`config.mk`:
```
export PLATFORM = sky130hd
export DESIGN_NAME = cee_ram
export DESIGN_NICKNAME = d
export VERILOG_FILES = /design/src/sv/chaos_expansion_evaluator_unit_assert.svh /design/src/sv/cee_ram.sv
export SDC_FILE = /design/constraint.sdc
export NUM_CORES = 1
export LEC_CHECK = 0
export BUFFER_PORTS_ARGS = -buffer_cell sky130_fd_sc_hd__buf_2
export CAP_MARGIN = 10
export CORE_MARGIN = 5
export CORE_UTILIZATION = 65
export DETAILED_ROUTE_END_ITERATION = 16
export PLACE_DENSITY = 0.84
export SYNTH_ARGS = -nofsm -noshare
export SYNTH_HDL_FRONTEND = slang
export SYNTH_SLANG_ARGS = --single-unit
```
`constraint.sdc`:
```
create_clock -name i_clk -period 2.4 [get_ports i_clk]
set_input_delay 0.12 -clock i_clk [delete_from_list [all_inputs] [get_ports i_clk]]
set_output_delay 0.12 -clock i_clk [all_outputs]
set_load 0.01 [all_outputs]
```
`src/sv/chaos_expansion_evaluator_unit_assert.svh`:
```
// ----------------------------------------------------------------------------
// Assertion macros for the chaos expansion evaluator
// Clocked implication checks, disabled while reset is asserted.
// ----------------------------------------------------------------------------
`ifndef CHAOS_EXPANSION_EVALUATOR_UNIT_ASSERT_SVH
`define CHAOS_EXPANSION_EVALUATOR_UNIT_ASSERT_SVH

// Same-cycle implication
`define CEE_ASSERT_IMPL(label, ante, cons) \
    label: assert property (@(posedge i_clk) disable iff (!i_rst_n) (ante) |-> (cons)) \
        else $error("chaos expansion evaluator: same-cycle check failed");

// Next-cycle implication
`define CEE_ASSERT_NEXT(label, ante, cons) \
    label: assert property (@(posedge i_clk) disable iff (!i_rst_n) (ante) |=> (cons)) \
        else $error("chaos expansion evaluator: next-cycle check failed");

`endif

```
`src/sv/cee_ram.sv`:
```
// ----------------------------------------------------------------------------
// Generic single-port-write RAM
// One write port, one read port with registered read data.
// ----------------------------------------------------------------------------
module cee_ram #(
    parameter int WIDTH = 8,
    parameter int DEPTH = 16
) (
    input  logic                                     i_clk,
    input  logic                                     i_we,
    input  logic [((DEPTH > 1) ? $clog2(DEPTH) : 1)-1:0] i_waddr,
    input  logic [WIDTH-1:0]                         i_wdata,
    input  logic [((DEPTH > 1) ? $clog2(DEPTH) : 1)-1:0] i_raddr,
    output logic [WIDTH-1:0]                         o_rdata
);

    logic [WIDTH-1:0] r_mem [DEPTH];
    logic [WIDTH-1:0] r_rdata;

    // Write and registered read
    always_ff @(posedge i_clk) begin
        if (i_we) begin
            r_mem[i_waddr] <= i_wdata;
        end
        r_rdata <= r_mem[i_raddr];
    end

    assign o_rdata = r_rdata;

endmodule

```
# Word-level counts from Yosys, hierarchy flattened
# Memory sizes are Yosys's and may differ from the RTL's. A register that Yosys moved wholly into a read port is not among the register bits.
# Index checks and enable logic that the tools add are counted.
# W data, S select, Z words.
# totals
ff_bits	0
ram_bits	128
in_bits	18
out_inout_bits	8
word_cells	3
memories	1
# memory_table
memory	depth	width	rd	rd_ports_with_merged_regs	write_ports	line_no	source
r_mem	16	8	1	1	1	cee_ram.sv:17	logic [WIDTH-1:0] r_mem [DEPTH];
# op_classes
mux	2
# op_table
op	count
$mux W1	2

# Logic depth before layout (Yosys ltp)
# depth
depth_word	2
mapped_depth	5

# Least setup slack after synthesis
# No wires, ideal clock.
# synth_path
path_kind	input to register
from	in i_waddr[2] in the netlist's numbering
to	mem r_mem[0][0] (enable)
setup_ns	0.383
arrival_ns	1.230
required_ns	2.017
path_slack_ns	0.787
stages	2
n_path_buf	0
cell_sequence	or3b_2 > nor3_1
# synth_lines
element	line_no	source
from (decl)	cee_ram.sv:11	input logic [((DEPTH > 1) ? $clog2(DEPTH) : 1)-1:0] i_waddr,
to (decl)	cee_ram.sv:17	
# No word-level cell before the write port.

==> impl_metrics.json <==
{
  "outcome": "completed",
  "relSlewSlack_pct": 45.1,
  "hold_viol": 0,
  "postCtsSetupBuffers": 0,
  "clock_path_buffers": 2,
  "leakage_nw": 2.10,
  "setup_viol": 0,
  "fmax_mhz": 715,
  "first_pass_iters": 5,
  "rsz0062_at_grt": "false",
  "start_kind": "flop",
  "required_ns": 2.79,
  "swShare_pct": 20.3,
  "antenna_found_initial": 0,
  "synth_top_area_share_pct": 74.7,
  "clkLatencyLatePin_ns": 0.52,
  "cp.arrival_ns": 1.78,
  "maxSlewViolCount": 0,
  "dp_hpwl_um": 6200,
  "worstMarginPinSlew_ns": 0.821,
  "syn_avg_cell_area_um2": 22.5,
  "drcViolationCount": 0,
  "critPathCaptureType": "flop",
  "yosysTopAreaCell": "edfxtp_1",
  "die_y_um": 99.0,
  "fin_skew_ns": 0.00598,
  "min_period_over_period_pct": 58.3,
  "worstPathMaxFanout": 1,
  "drt-total-wl_um": 10500,
  "fp.coreArea_mm2": 0.00773,
  "cts_resized": 0,
  "grt_pass1_vias": 2634,
  "preCtsSetupSlack_ns": 0.838,
  "start_util_pct": 66.6,
  "drtIter0Drc": 287,
  "synth.distinct_cells": 19,
  "use_met2_pct": 37.5,
  "viasPerCell": 6.44,
  "cts_tree": "built",
  "vias": 2588,
  "synth_seq_area_share_pct": 77.8,
  "rows": 32,
  "hold_class": "in -> reg",
  "ys_seq_elements": 136,
  "die_w_um": 99.0,
  "fill_cells": 362,
  "cts_sinks": 136,
  "finalPower_w": 0.00546,
  "p_sw_w": 0.00111,
  "grt_usage_pct": 23.8,
  "cts.htree.levels": 4,
  "post_drt_wl_per_cell_um": 26.0,
  "synthesis.nets": 247,
  "gp_congestion": 0.722,
  "die_area_mm2": 0.00980,
  "clk_pin_slew_ns": 0.06,
  "synth_area_leaders": "edfxtp_1 75%, mux4_2 7.9%, mux4_1 7.1%",
  "grt_max_degree": 33,
  "overflow": 0,
  "port_buffers": 25,
  "pwr-share-seq_pct": 49.0,
  "clockRootBuffer": "clkbuf_8",
  "reg2reg_depth": 3,
  "yosysWarningCount": 0,
  "grt_use_met1_pct": 32.2,
  "combPwrFrac_pct": 4.7,
  "pwr-share-clk_pct": 46.3,
  "syn_inst": 229,
  "cts_buffers": 17,
  "syn-cell-area_mm2": 0.00515,
  "setup_ws_ns": 1.00,
  "ant_nets": 0,
  "area_growth_pct": 18.6,
  "period_needed_ns": 1.40,
  "diodes": 0,
  "final_nets": 305,
  "ir_drop_mv": 0.693,
  "fin_tns_setup_ns": 0,
  "io_pins": 26,
  "grt.busiest_layer": "met2",
  "grt_first_pass_wirelength_um": 16100,
  "use_met3_pct": 8.28,
  "drive_gt1_share_pct": 29.7,
  "drv_cap": 0,
  "hold-path-cell-count": 3,
  "critPathKind": "reg -> reg",
  "p_int_w": 0.00435,
  "p_per_area_mw_per_mm2": 894
}
[path summary, 6_finish.rpt]
kind | slack (ns) | start | end
setup / recovery | 1.00 | r_mem[11][6]$_DFFE_PP_ | o_rdata[6]$_DFF_P_
hold / removal | 0.16 | i_waddr[1] | r_mem[8][2]$_DFFE_PP_
setup reg to reg | 1.00 | r_mem[11][6]$_DFFE_PP_ | o_rdata[6]$_DFF_P_
hold reg to reg | 0.67 | r_mem[7][1]$_DFFE_PP_ | o_rdata[1]$_DFF_P_
[cell usage after synthesis]
| library cell | number |
|---|---|
| nand2b_1 | 2 |
| a22oi_1 | 16 |
| mux4_2 | 18 |
| edfxtp_1 | 128 |
| and2b_1 | 1 |
| buf_6 | 3 |
| nor2_1 | 13 |
| nand3_1 | 1 |
| and2_1 | 1 |
| buf_4 | 1 |
| nand3b_1 | 2 |
| buf_2 | 3 |
| dfxtp_1 | 8 |
| nor3_1 | 4 |
| nand2_1 | 9 |
| nor2b_1 | 1 |
| clkdlybuf4s25_2 | 3 |
| or3b_2 | 1 |
| mux4_1 | 14 |
[critical path, cell delays in order, from the launching register on]
cell,delay [ns]
edfxtp_1,0.37
mux4_2,0.48
a22oi_1,0.30
nand2_1,0.11
[power groups by stage]
stage               logic (W)  registers, W  clock network, W
floorplan            0.000135       0.00272                 0
global placement     0.000238       0.00272                 0
finish               0.000259       0.00267           0.00253
global route         0.000280       0.00268           0.00268
CTS                  0.000262       0.00267           0.00254
detailed placement   0.000248       0.00272                 0
[layout make-up]
class                      instances  area [um^2]  share of cell area (%)
timing repair buffer              49          338                    5.53
multi-input combinational         83         1060                    17.3
clock inverter                    12          154                    2.52
clock buffer                      20          425                    6.97
sequential                       136         4000                    65.6
tap                              102          128                    2.09
[metal layers]
layer  vias to the layer above  wire [um]
met1                      1308       4030
met5                         -          0
met2                       173       5330
met3                        14        928
met4                         0        174
li1                       1093          -
[timing repair]
action                                 CTS  global route
hold buffers                             8             0
endpoints found under the hold margin  114             0
setup endpoints to repair                0             0
[through the flow]
| step | hold WS (ns) | util [%] | std cells | instance area (um^2) |
|---|---|---|---|---|
| floorplan | 0.219 | - | 229 | 5150 |
| detailed placement | 0.516 | 70.5 | 362 | 5450 |
| global route | 0.155 | 79.0 | 402 | 6110 |
| CTS | 0.140 | 79.0 | 402 | 6110 |
| finish | 0.164 | 79.0 | 402 | 6110 |
| global placement | 0.496 | 70.5 | 362 | 5450 |
[sequential cells by signal, indices dropped and copies added, names as in the netlist]
| register | flops |
|---|---|
| r_mem | 128 |
| o_rdata | 8 |
[layout by cell type, fill, tap and decap left out]
cell / synthesis / routed
a22oi_1: 16 / 16
and2_1: 1 / 1
and2b_1: 1 / 1
buf_12: 0 / 1
buf_2: 3 / 25
buf_4: 1 / 15
bufinv_16: 0 / 3
clkbuf_1: 0 / 3
clkbuf_16: 0 / 16
clkbuf_8: 0 / 1
clkinv_2: 0 / 4
clkinv_4: 0 / 5
dfxtp_1: 8 / 8
dlygate4sd3_1: 0 / 8
edfxtp_1: 128 / 128
mux4_1: 14 / 14
mux4_2: 18 / 18
nand2_1: 9 / 9
nand2b_1: 2 / 2
nand3_1: 1 / 1
nand3b_1: 2 / 2
nor2_1: 13 / 13
nor2b_1: 1 / 1
nor3_1: 4 / 4
or3b_2: 1 / 1
[kinds of logic after synthesis]
group	Yosys count	synth area share [%]
mux	32	15.0
simple gates	35	3.18
buf+inv	10	1.68
compound gates	16	2.33
flops	136	77.8
Note: power is estimated with default switching activity, not from simulation.
