==> src/sv/chaos_expansion_evaluator_unit_assert.svh <==
// ----------------------------------------------------------------------------
// Assertion macros for the chaos expansion evaluator
// Clocked implication checks, disabled while reset is asserted.
// ----------------------------------------------------------------------------
`ifndef CHAOS_EXPANSION_EVALUATOR_UNIT_ASSERT_SVH
`define CHAOS_EXPANSION_EVALUATOR_UNIT_ASSERT_SVH

// Same-cycle implication
`define CEE_ASSERT_IMPL(label, ante, cons) \
    label: assert property (@(posedge i_clk) disable iff (!i_rst_n) (ante) |-> (cons)) \
        else $error("chaos expansion evaluator: same-cycle check failed");

// Next-cycle implication
`define CEE_ASSERT_NEXT(label, ante, cons) \
    label: assert property (@(posedge i_clk) disable iff (!i_rst_n) (ante) |=> (cons)) \
        else $error("chaos expansion evaluator: next-cycle check failed");

`endif

==> src/sv/cee_pkg.sv <==
// ----------------------------------------------------------------------------
// Chaos expansion evaluator package
// Command and register codes, multiplier handshake types, reciprocal table.
// ----------------------------------------------------------------------------
package cee_pkg;

    // Command codes
    localparam logic [1:0] CMD_LOAD = 2'd0;
    localparam logic [1:0] CMD_SET  = 2'd1;
    localparam logic [1:0] CMD_EVAL = 2'd2;

    // Configuration register indexes
    localparam logic [1:0] CFG_BASIS = 2'd0;
    localparam logic [1:0] CFG_TERMS = 2'd1;
    localparam logic [1:0] CFG_DIMS  = 2'd2;

    // Basis kinds
    localparam logic [1:0] BASIS_HERMITE  = 2'd0;
    localparam logic [1:0] BASIS_LEGENDRE = 2'd1;
    localparam logic [1:0] BASIS_LAGUERRE = 2'd2;
    localparam logic [1:0] BASIS_MONOMIAL = 2'd3;

    // Q32.32 constants
    localparam logic [63:0] ONE_Q = 64'h0000_0001_0000_0000;
    localparam logic [63:0] MAX_Q = 64'h7FFF_FFFF_FFFF_FFFF;
    localparam logic [63:0] MIN_Q = 64'h8000_0000_0000_0000;

    // Multiplier request and response
    typedef struct packed {
        logic        start;
        logic [63:0] a;
        logic [63:0] b;
    } t_mul_req;

    typedef struct packed {
        logic        done;
        logic        sat;
        logic [63:0] res;
    } t_mul_rsp;

    // round(2^32 / n) in Q32.32
    function automatic logic [63:0] f_recip(input logic [4:0] n);
        logic [63:0] r;
        unique case (n)
            5'd1:    r = 64'd4294967296;
            5'd2:    r = 64'd2147483648;
            5'd3:    r = 64'd1431655765;
            5'd4:    r = 64'd1073741824;
            5'd5:    r = 64'd858993459;
            5'd6:    r = 64'd715827883;
            5'd7:    r = 64'd613566757;
            5'd8:    r = 64'd536870912;
            5'd9:    r = 64'd477218588;
            5'd10:   r = 64'd429496730;
            5'd11:   r = 64'd390451572;
            5'd12:   r = 64'd357913941;
            5'd13:   r = 64'd330382100;
            5'd14:   r = 64'd306783378;
            5'd15:   r = 64'd286331153;
            5'd16:   r = 64'd268435456;
            default: r = 64'd0;
        endcase
        return r;
    endfunction

    // Saturating add or subtract, returns {sat, value}
    function automatic logic [64:0] f_sat_addsub(input logic [63:0] a, input logic [63:0] b,
                                                 input logic sub);
        logic [64:0] s;
        logic [64:0] r;
        s = sub ? ({a[63], a} - {b[63], b}) : ({a[63], a} + {b[63], b});
        if (s[64] != s[63]) begin
            r = {1'b1, (s[64] ? MIN_Q : MAX_Q)};
        end else begin
            r = {1'b0, s[63:0]};
        end
        return r;
    endfunction

endpackage

==> src/sv/cee_qmul.sv <==
// ----------------------------------------------------------------------------
// Q32.32 multiplier
// Sign-magnitude product from four 32x32 partial products, one per cycle,
// rounded half away from zero and clamped to the signed 64-bit range.
// ----------------------------------------------------------------------------
module cee_qmul import cee_pkg::*; (
    input  logic     i_clk,
    input  logic     i_rst_n,
    input  t_mul_req i_req,
    output t_mul_rsp o_rsp
);

    logic [63:0]  r_ma;
    logic [63:0]  r_mb;
    logic         r_neg;
    logic [127:0] r_acc;
    logic [2:0]   r_cnt;
    logic         r_busy;
    logic         r_done;
    logic         r_sat;
    logic [63:0]  r_res;

    logic [31:0]  w_ah;
    logic [31:0]  w_bh;
    logic [63:0]  w_pp;
    logic [1:0]   w_sh;
    logic [127:0] w_addend;
    logic [63:0]  w_r;
    logic [63:0]  w_lim;
    logic         w_ovf;

    // Select halves and align the partial product
    assign w_ah     = r_cnt[1] ? r_ma[63:32] : r_ma[31:0];
    assign w_bh     = r_cnt[0] ? r_mb[63:32] : r_mb[31:0];
    assign w_pp     = w_ah * w_bh;
    assign w_sh     = 2'(r_cnt[1]) + 2'(r_cnt[0]);
    assign w_addend = 128'(w_pp) << {w_sh, 5'd0};

    // Round already folded into the accumulator start value
    assign w_r   = r_acc[95:32];
    assign w_lim = r_neg ? MIN_Q : MAX_Q;
    assign w_ovf = (|r_acc[127:96]) || (w_r > w_lim);

    always_ff @(posedge i_clk) begin
        if (!i_rst_n) begin
            r_busy <= 1'b0;
            r_done <= 1'b0;
            r_cnt  <= 3'd0;
        end else begin
            r_done <= 1'b0;
            if (i_req.start) begin
                r_ma   <= i_req.a[63] ? (64'd0 - i_req.a) : i_req.a;
                r_mb   <= i_req.b[63] ? (64'd0 - i_req.b) : i_req.b;
                r_neg  <= i_req.a[63] ^ i_req.b[63];
                r_acc  <= 128'h8000_0000;
                r_cnt  <= 3'd0;
                r_busy <= 1'b1;
            end else if (r_busy) begin
                if (!r_cnt[2]) begin
                    r_acc <= r_acc + w_addend;
                    r_cnt <= r_cnt + 3'd1;
                end else begin
                    r_busy <= 1'b0;
                    r_done <= 1'b1;
                    r_sat  <= w_ovf;
                    if (w_ovf) begin
                        r_res <= w_lim;
                    end else begin
                        r_res <= r_neg ? (64'd0 - w_r) : w_r;
                    end
                end
            end
        end
    end

    assign o_rsp.done = r_done;
    assign o_rsp.sat  = r_sat;
    assign o_rsp.res  = r_res;

endmodule

==> config.mk <==
export PLATFORM = sky130hd
export DESIGN_NAME = cee_qmul
export DESIGN_NICKNAME = d
export VERILOG_FILES = /design/src/sv/chaos_expansion_evaluator_unit_assert.svh /design/src/sv/cee_pkg.sv /design/src/sv/cee_qmul.sv
export SDC_FILE = /design/constraint.sdc
export NUM_CORES = 2
export LEC_CHECK = 0
export ABC_AREA = 1
export BUFFER_PORTS_ARGS = -buffer_cell sky130_fd_sc_hd__buf_2
export CORE_MARGIN = 5
export CORE_UTILIZATION = 40
export DETAILED_ROUTE_END_ITERATION = 10
export SLEW_MARGIN = 20
export SYNTH_ARGS = -nofsm -noshare
export SYNTH_HDL_FRONTEND = slang
export SYNTH_SLANG_ARGS = --single-unit
==> constraint.sdc <==
create_clock -name i_clk -period 17.4 [get_ports i_clk]
set_clock_uncertainty 0.1 [all_clocks]
set_input_delay 0.87 -clock i_clk [delete_from_list [all_inputs] [get_ports i_clk]]
set_output_delay 0.87 -clock i_clk [all_outputs]
set_load 0.05 [all_outputs]
Yosys cells after proc, flatten, opt, wreduce, memory -nomap -nowiden --
Cells that the tools add are included. W data, S select, Z words.
Word-level totals: bits in registers 327, input port bits 131, output and inout bits 66, word-level logic and storage cells 50
Operators by class: add/subtract/negate cells 6, multipliers 1, $lt $le $gt $ge 1, equality and inequality tests 1, shifts and indexed selects 1, muxes and demuxes 14, bitwise logic cells 5, reduce and logical (&&, ||, !) cells 9
Operators with widths (number):
- $mux W128 | 2
- $mux W64 | 3
- $sub A1 B64 Y64 const A | 3
- $add A128 B128 Y128 | 1
- $shl A64 B7 Y128 | 1
- $mux W63 | 2
- $gt A64 B64 Y1 | 1
- $mul A32 B32 Y64 | 1
- $mux W32 | 2
- $reduce_or A32 Y1 | 1
- $mux W1 | 4
- $not A1 Y1 | 4
- $reduce_and A2 Y1 | 2
- $reduce_and A4 Y1 | 1
- $add A3 B1 Y3 const B | 1
- $mux W3 | 1
- $reduce_and A3 Y1 | 1
- $reduce_or A3 Y1 | 1
- $add A1 B1 Y2 | 1
- $ne A2 B2 Y1 const B | 1
- $reduce_bool A2 Y1 | 1
- $reduce_or A2 Y1 | 1
- $logic_or A1 B1 Y1 | 1
- $xor A1 B1 Y1 | 1

Logic depth before layout (Yosys ltp) --
depth in word-level cells 6, mapped depth 55, gate-level depth less buffers 52

Worst setup path after synthesis --
No wires, ideal clock.
path kind reg-to-reg, from register r_cnt[0], to register r_acc[110], data pin, library setup time 0.253 ns, arrival time 8.877 ns, data required time 17.047 ns, setup slack 8.170 ns, cell stages (with the launch flop) 49, path buffers 4, period minus slack after synthesis 9.230 ns, cell sequence dfxtp_1 -> buf_2 -> inv_1 -> clkbuf_1 -> or2_2 -> o21ai_0 -> clkbuf_1 -> clkbuf_1 -> nor2_1 -> fa_1 -> fa_1 -> fa_1 -> inv_1 -> fa_1 -> inv_1 -> fa_1 -> fa_1 -> fa_1 -> (+13 left out) -> nand2_1 -> o21ai_0 -> nor2_1 -> ha_1 -> nand2_1 -> nor2_1 -> inv_1 -> nor2_1 -> inv_1 -> nor2_1 -> inv_1 -> nor2_1 -> inv_1 -> or2_2 -> nand3_1 -> nand2_1 -> nand2_1 -> nor2_1
On the way: longest elaborated chain between the ends 6, elaborated cells on any way between the ends 7, classes of those cells 2 x add/sub; 1 x mul; 1 x shift; 3 x mux
RTL lines:
- from (decl) | line cee_qmul.sv:17 | logic [2:0] r_cnt;
- from (signal assigned) | line cee_qmul.sv:61 | r_cnt <= r_cnt + 3'd1;
- $mux W32 | line cee_qmul.sv:34 | assign w_bh = r_cnt[0] ? r_mb[63:32] : r_mb[31:0];
- $mul A32 B32 Y64 | line cee_qmul.sv:35 | assign w_pp = w_ah * w_bh;
- $shl A64 B7 Y128 (*) | line cee_qmul.sv:37 | assign w_addend = 128'(w_pp) << {w_sh, 5'd0};
- $add A128 B128 Y128 (*) | line cee_qmul.sv:60 | r_acc <= r_acc + w_addend;
- $mux W128 (*) | line cee_qmul.sv:59 | if (!r_cnt[2]) begin
- $mux W128 (*) | line cee_qmul.sv:58 | end else if (r_busy) begin
- to (signal assigned) | line cee_qmul.sv:60
- to (decl) | line cee_qmul.sv:16 | logic [127:0] r_acc;
Mark *: on every way between the ends. The rest lies on a longest branch, timed or not. The select of a mux whose other input is x is not followed. A chain may end at the register's enable or synchronous reset.

Worst setup path after layout --
from register r_cnt[1], to register r_acc[75], data pin
On the way: longest elaborated chain between the ends 6, elaborated cells on any way between the ends 7, classes of those cells 2 x add/sub; 1 x mul; 1 x shift; 3 x mux
RTL lines:
- $mux W32 | line cee_qmul.sv:33 | assign w_ah = r_cnt[1] ? r_ma[63:32] : r_ma[31:0];
- $mul A32 B32 Y64 | line cee_qmul.sv:35
- $shl A64 B7 Y128 (*) | line cee_qmul.sv:37
- $add A128 B128 Y128 (*) | line cee_qmul.sv:60
- $mux W128 (*) | line cee_qmul.sv:59
- $mux W128 (*) | line cee_qmul.sv:58
Marked as above.

==> impl_metrics.ini <==
[setup_path]
r2r_start = r_cnt[1]
cp.required_ns = 17.68
path_delay_family = compound AO/OA/AOI/OAI gates
crit_top_cell = fa_1
end_kind = flop
arrival_ns = 14.24
ff2ff_setup_slack_ns = 3.45
cpMaxStageDelayCell = clkinv_1
cpPeakStageDelay_ns = 1.01
worstPathMaxFanout = 64
cp-start-kind = flop
path_class = flop to flop
r2r-end = r_acc[75]
cp_num_buf_inv = 4
reg2reg_depth = 35

[floorplanning]
core_area_um2 = 157000
die_h_um = 407
fp.dieW_um = 407
start_util_pct = 40.3
dieArea_um2 = 166000
io_pins = 197
num_rows = 145

[logic_synthesis]
synth_edf_count = 322
synth-seq-cells = 327
ys_types = 65
synth.net_count = 9950
yosys_warnings = 0
synth_ff_type = edfxtp_1
synth_area_um2 = 63100
avgSynthCellArea_um2 = 7.46
ys_seq_area_share_pct = 15.5
syn_inst = 8464
async_flop_share_pct = 0

[sta]
rsz0062_at_grt = false
fin_ws_ns = 3.45
fmax_ghz = 0.0717
period_minus_slack_ns = 13.95
fin_crit_sh_pct = 80.2
tightest_slew_ns = 1.23
finalSetupViolCount = 0
fin_tns_setup_ns = 0
slew_violations = 0
max_slew_margin_pct = 16.9
finalHoldViolations = 0

[finish]
drive_gt1_share_pct = 6.40
area_growth_pct = 8.22
final_cell_mix = inv_1, nor2_1, nand2_1
final_cells = 10700
fin_area_um2 = 68300
fin_nets = 10100
final_common_cell = inv_1

[min_path]
hold_path_startpoint = i_req[0]
hold_end = r_mb[0]
worstHoldPathType = input port to flop
hold_path_depth = 1

[drt]
drt_first_pass_iters = 7
detail_route.wl_per_cell_um = 27.5
ant_nets = 0
vias_per_cell = 5.69
finalWirelength_um = 294000
first_iter_violations = 7464
dr_total_vias = 60800
drc = 0

[cts]
clk_latency_ns = 0.67
ctsRootBufferMaster = clkbuf_16
cts_made_buffers = 46
hold_buffers = 0
path_clk_slew_ns = 0.07
clock_sinks = 327
cts_resized = 0
clock_path_buffers = 3
postCtsSetupBuffers = 0
cts_tree = done
htreeDepth = 2

[global_routing]
grt_pass1_wl_um = 419000
grt_max_degree = 72
grt_pass1_vias = 59200
overflow = 0
antenna_found_initial = 15
grtUsageTotal_pct = 34.6

[placement]
placed_cells = 10600
dpl_cell_area_um2 = 66800
dpl_worst_slack_ns = 4.02
io_buffer_count = 196
routabilityCongestion = 1.14
dp_hpwl_um = 248000

[run_status]
run_status = complete, no violations

[job]
maxCapViolations = 0
[kinds of logic (layout without fill, tap and decap cells)]
family | after synthesis | count (layout) | share of synthesized area, %
other cells | 0 | 4 | 0
flops | 327 | 327 | 15.5
simple gates | 3494 | 3494 | 22.5
mux | 1 | 1 | 0.0159
compound gates | 1211 | 1211 | 10.3
xor+xnor | 222 | 222 | 3.08
fa+ha+maj | 1355 | 1355 | 37.5
buf+inv | 1854 | 2004 | 11.1
[stage by stage]
step	hold slack, ns	utilization [%]
finish	0.341	43.6
global route	0.333	43.6
CTS	0.311	43.6
detailed placement	0.349	42.7
global placement	0.344	42.7
floorplan	0.332	-
[routing by layer]
layer	up-vias	track usage, %	wire length [um]	part of all wire, %
met5	-	0.833	236	0.080
met4	10	9.90	9980	3.4
met3	427	11.0	38200	13
met2	3410	47.1	115000	39
met1	30300	52.0	130000	44
li1	26700	-	-	-
[final cells by class]
cell class	instances	area, um^2
antenna	4	10.0
sequential	327	9770
clock inverter	33	270
timing repair buffer	308	1820
multi-input combinational	6283	46600
fill	16200	88200
tap	2058	2570
clock buffer	52	1190
inverter	1611	6050
[synthesized netlist by cell type, types with 47 or more instances]
cell type | instances | share of area, %
edfxtp_1 | 322 | 15
nand3_1 | 255 | 2.0
nor2_1 | 1495 | 8.9
ha_1 | 458 | 9.1
o21ai_0 | 435 | 3.4
clkbuf_1 | 206 | 1.2
a21oi_1 | 545 | 4.3
inv_1 | 1574 | 9.4
fa_1 | 897 | 28
nand2_1 | 1444 | 8.6
xor2_1 | 143 | 2.0
xnor2_1 | 79 | 1.1
or2_2 | 52 | 0.52
nand4_1 | 62 | 0.61
o21ai_1 | 56 | 0.44
nor3_1 | 79 | 0.63
nor4_1 | 47 | 0.47
[registers in the layout, summed over array words and instances, names as in the netlist]
register,count
r_acc,128
r_sat,1
r_busy,1
r_mb,64
r_neg,1
r_ma,64
r_done,1
r_cnt,3
r_res,64
[worst reg2reg max path, delay by kind of cell, from the launching register on]
kind            cells  cell delay, ns
compound gates     14            4.99
fa+ha+maj          10            4.90
flops               1            0.35
buf+inv             4            2.06
simple gates        7            1.27
[how the worst max path moves through the flow]
stage | start | endpoint | slack [ns] | cells after the start
global route | r_cnt[1] | r_acc[90] | 3.38 | 40
global placement | r_cnt[0] | r_acc[122] | 3.75 | 37
detailed placement | r_cnt[0] | r_acc[122] | 4.02 | 36
floorplan | r_cnt[0] | r_acc[110] | 8.17 | 48
finish | r_cnt[1] | r_acc[75] | 3.45 | 35
CTS | r_cnt[0] | r_acc[122] | 3.99 | 36
Power is not shown: default switching activity piles up to over one toggle a cycle in this logic, so the estimate is an artifact.
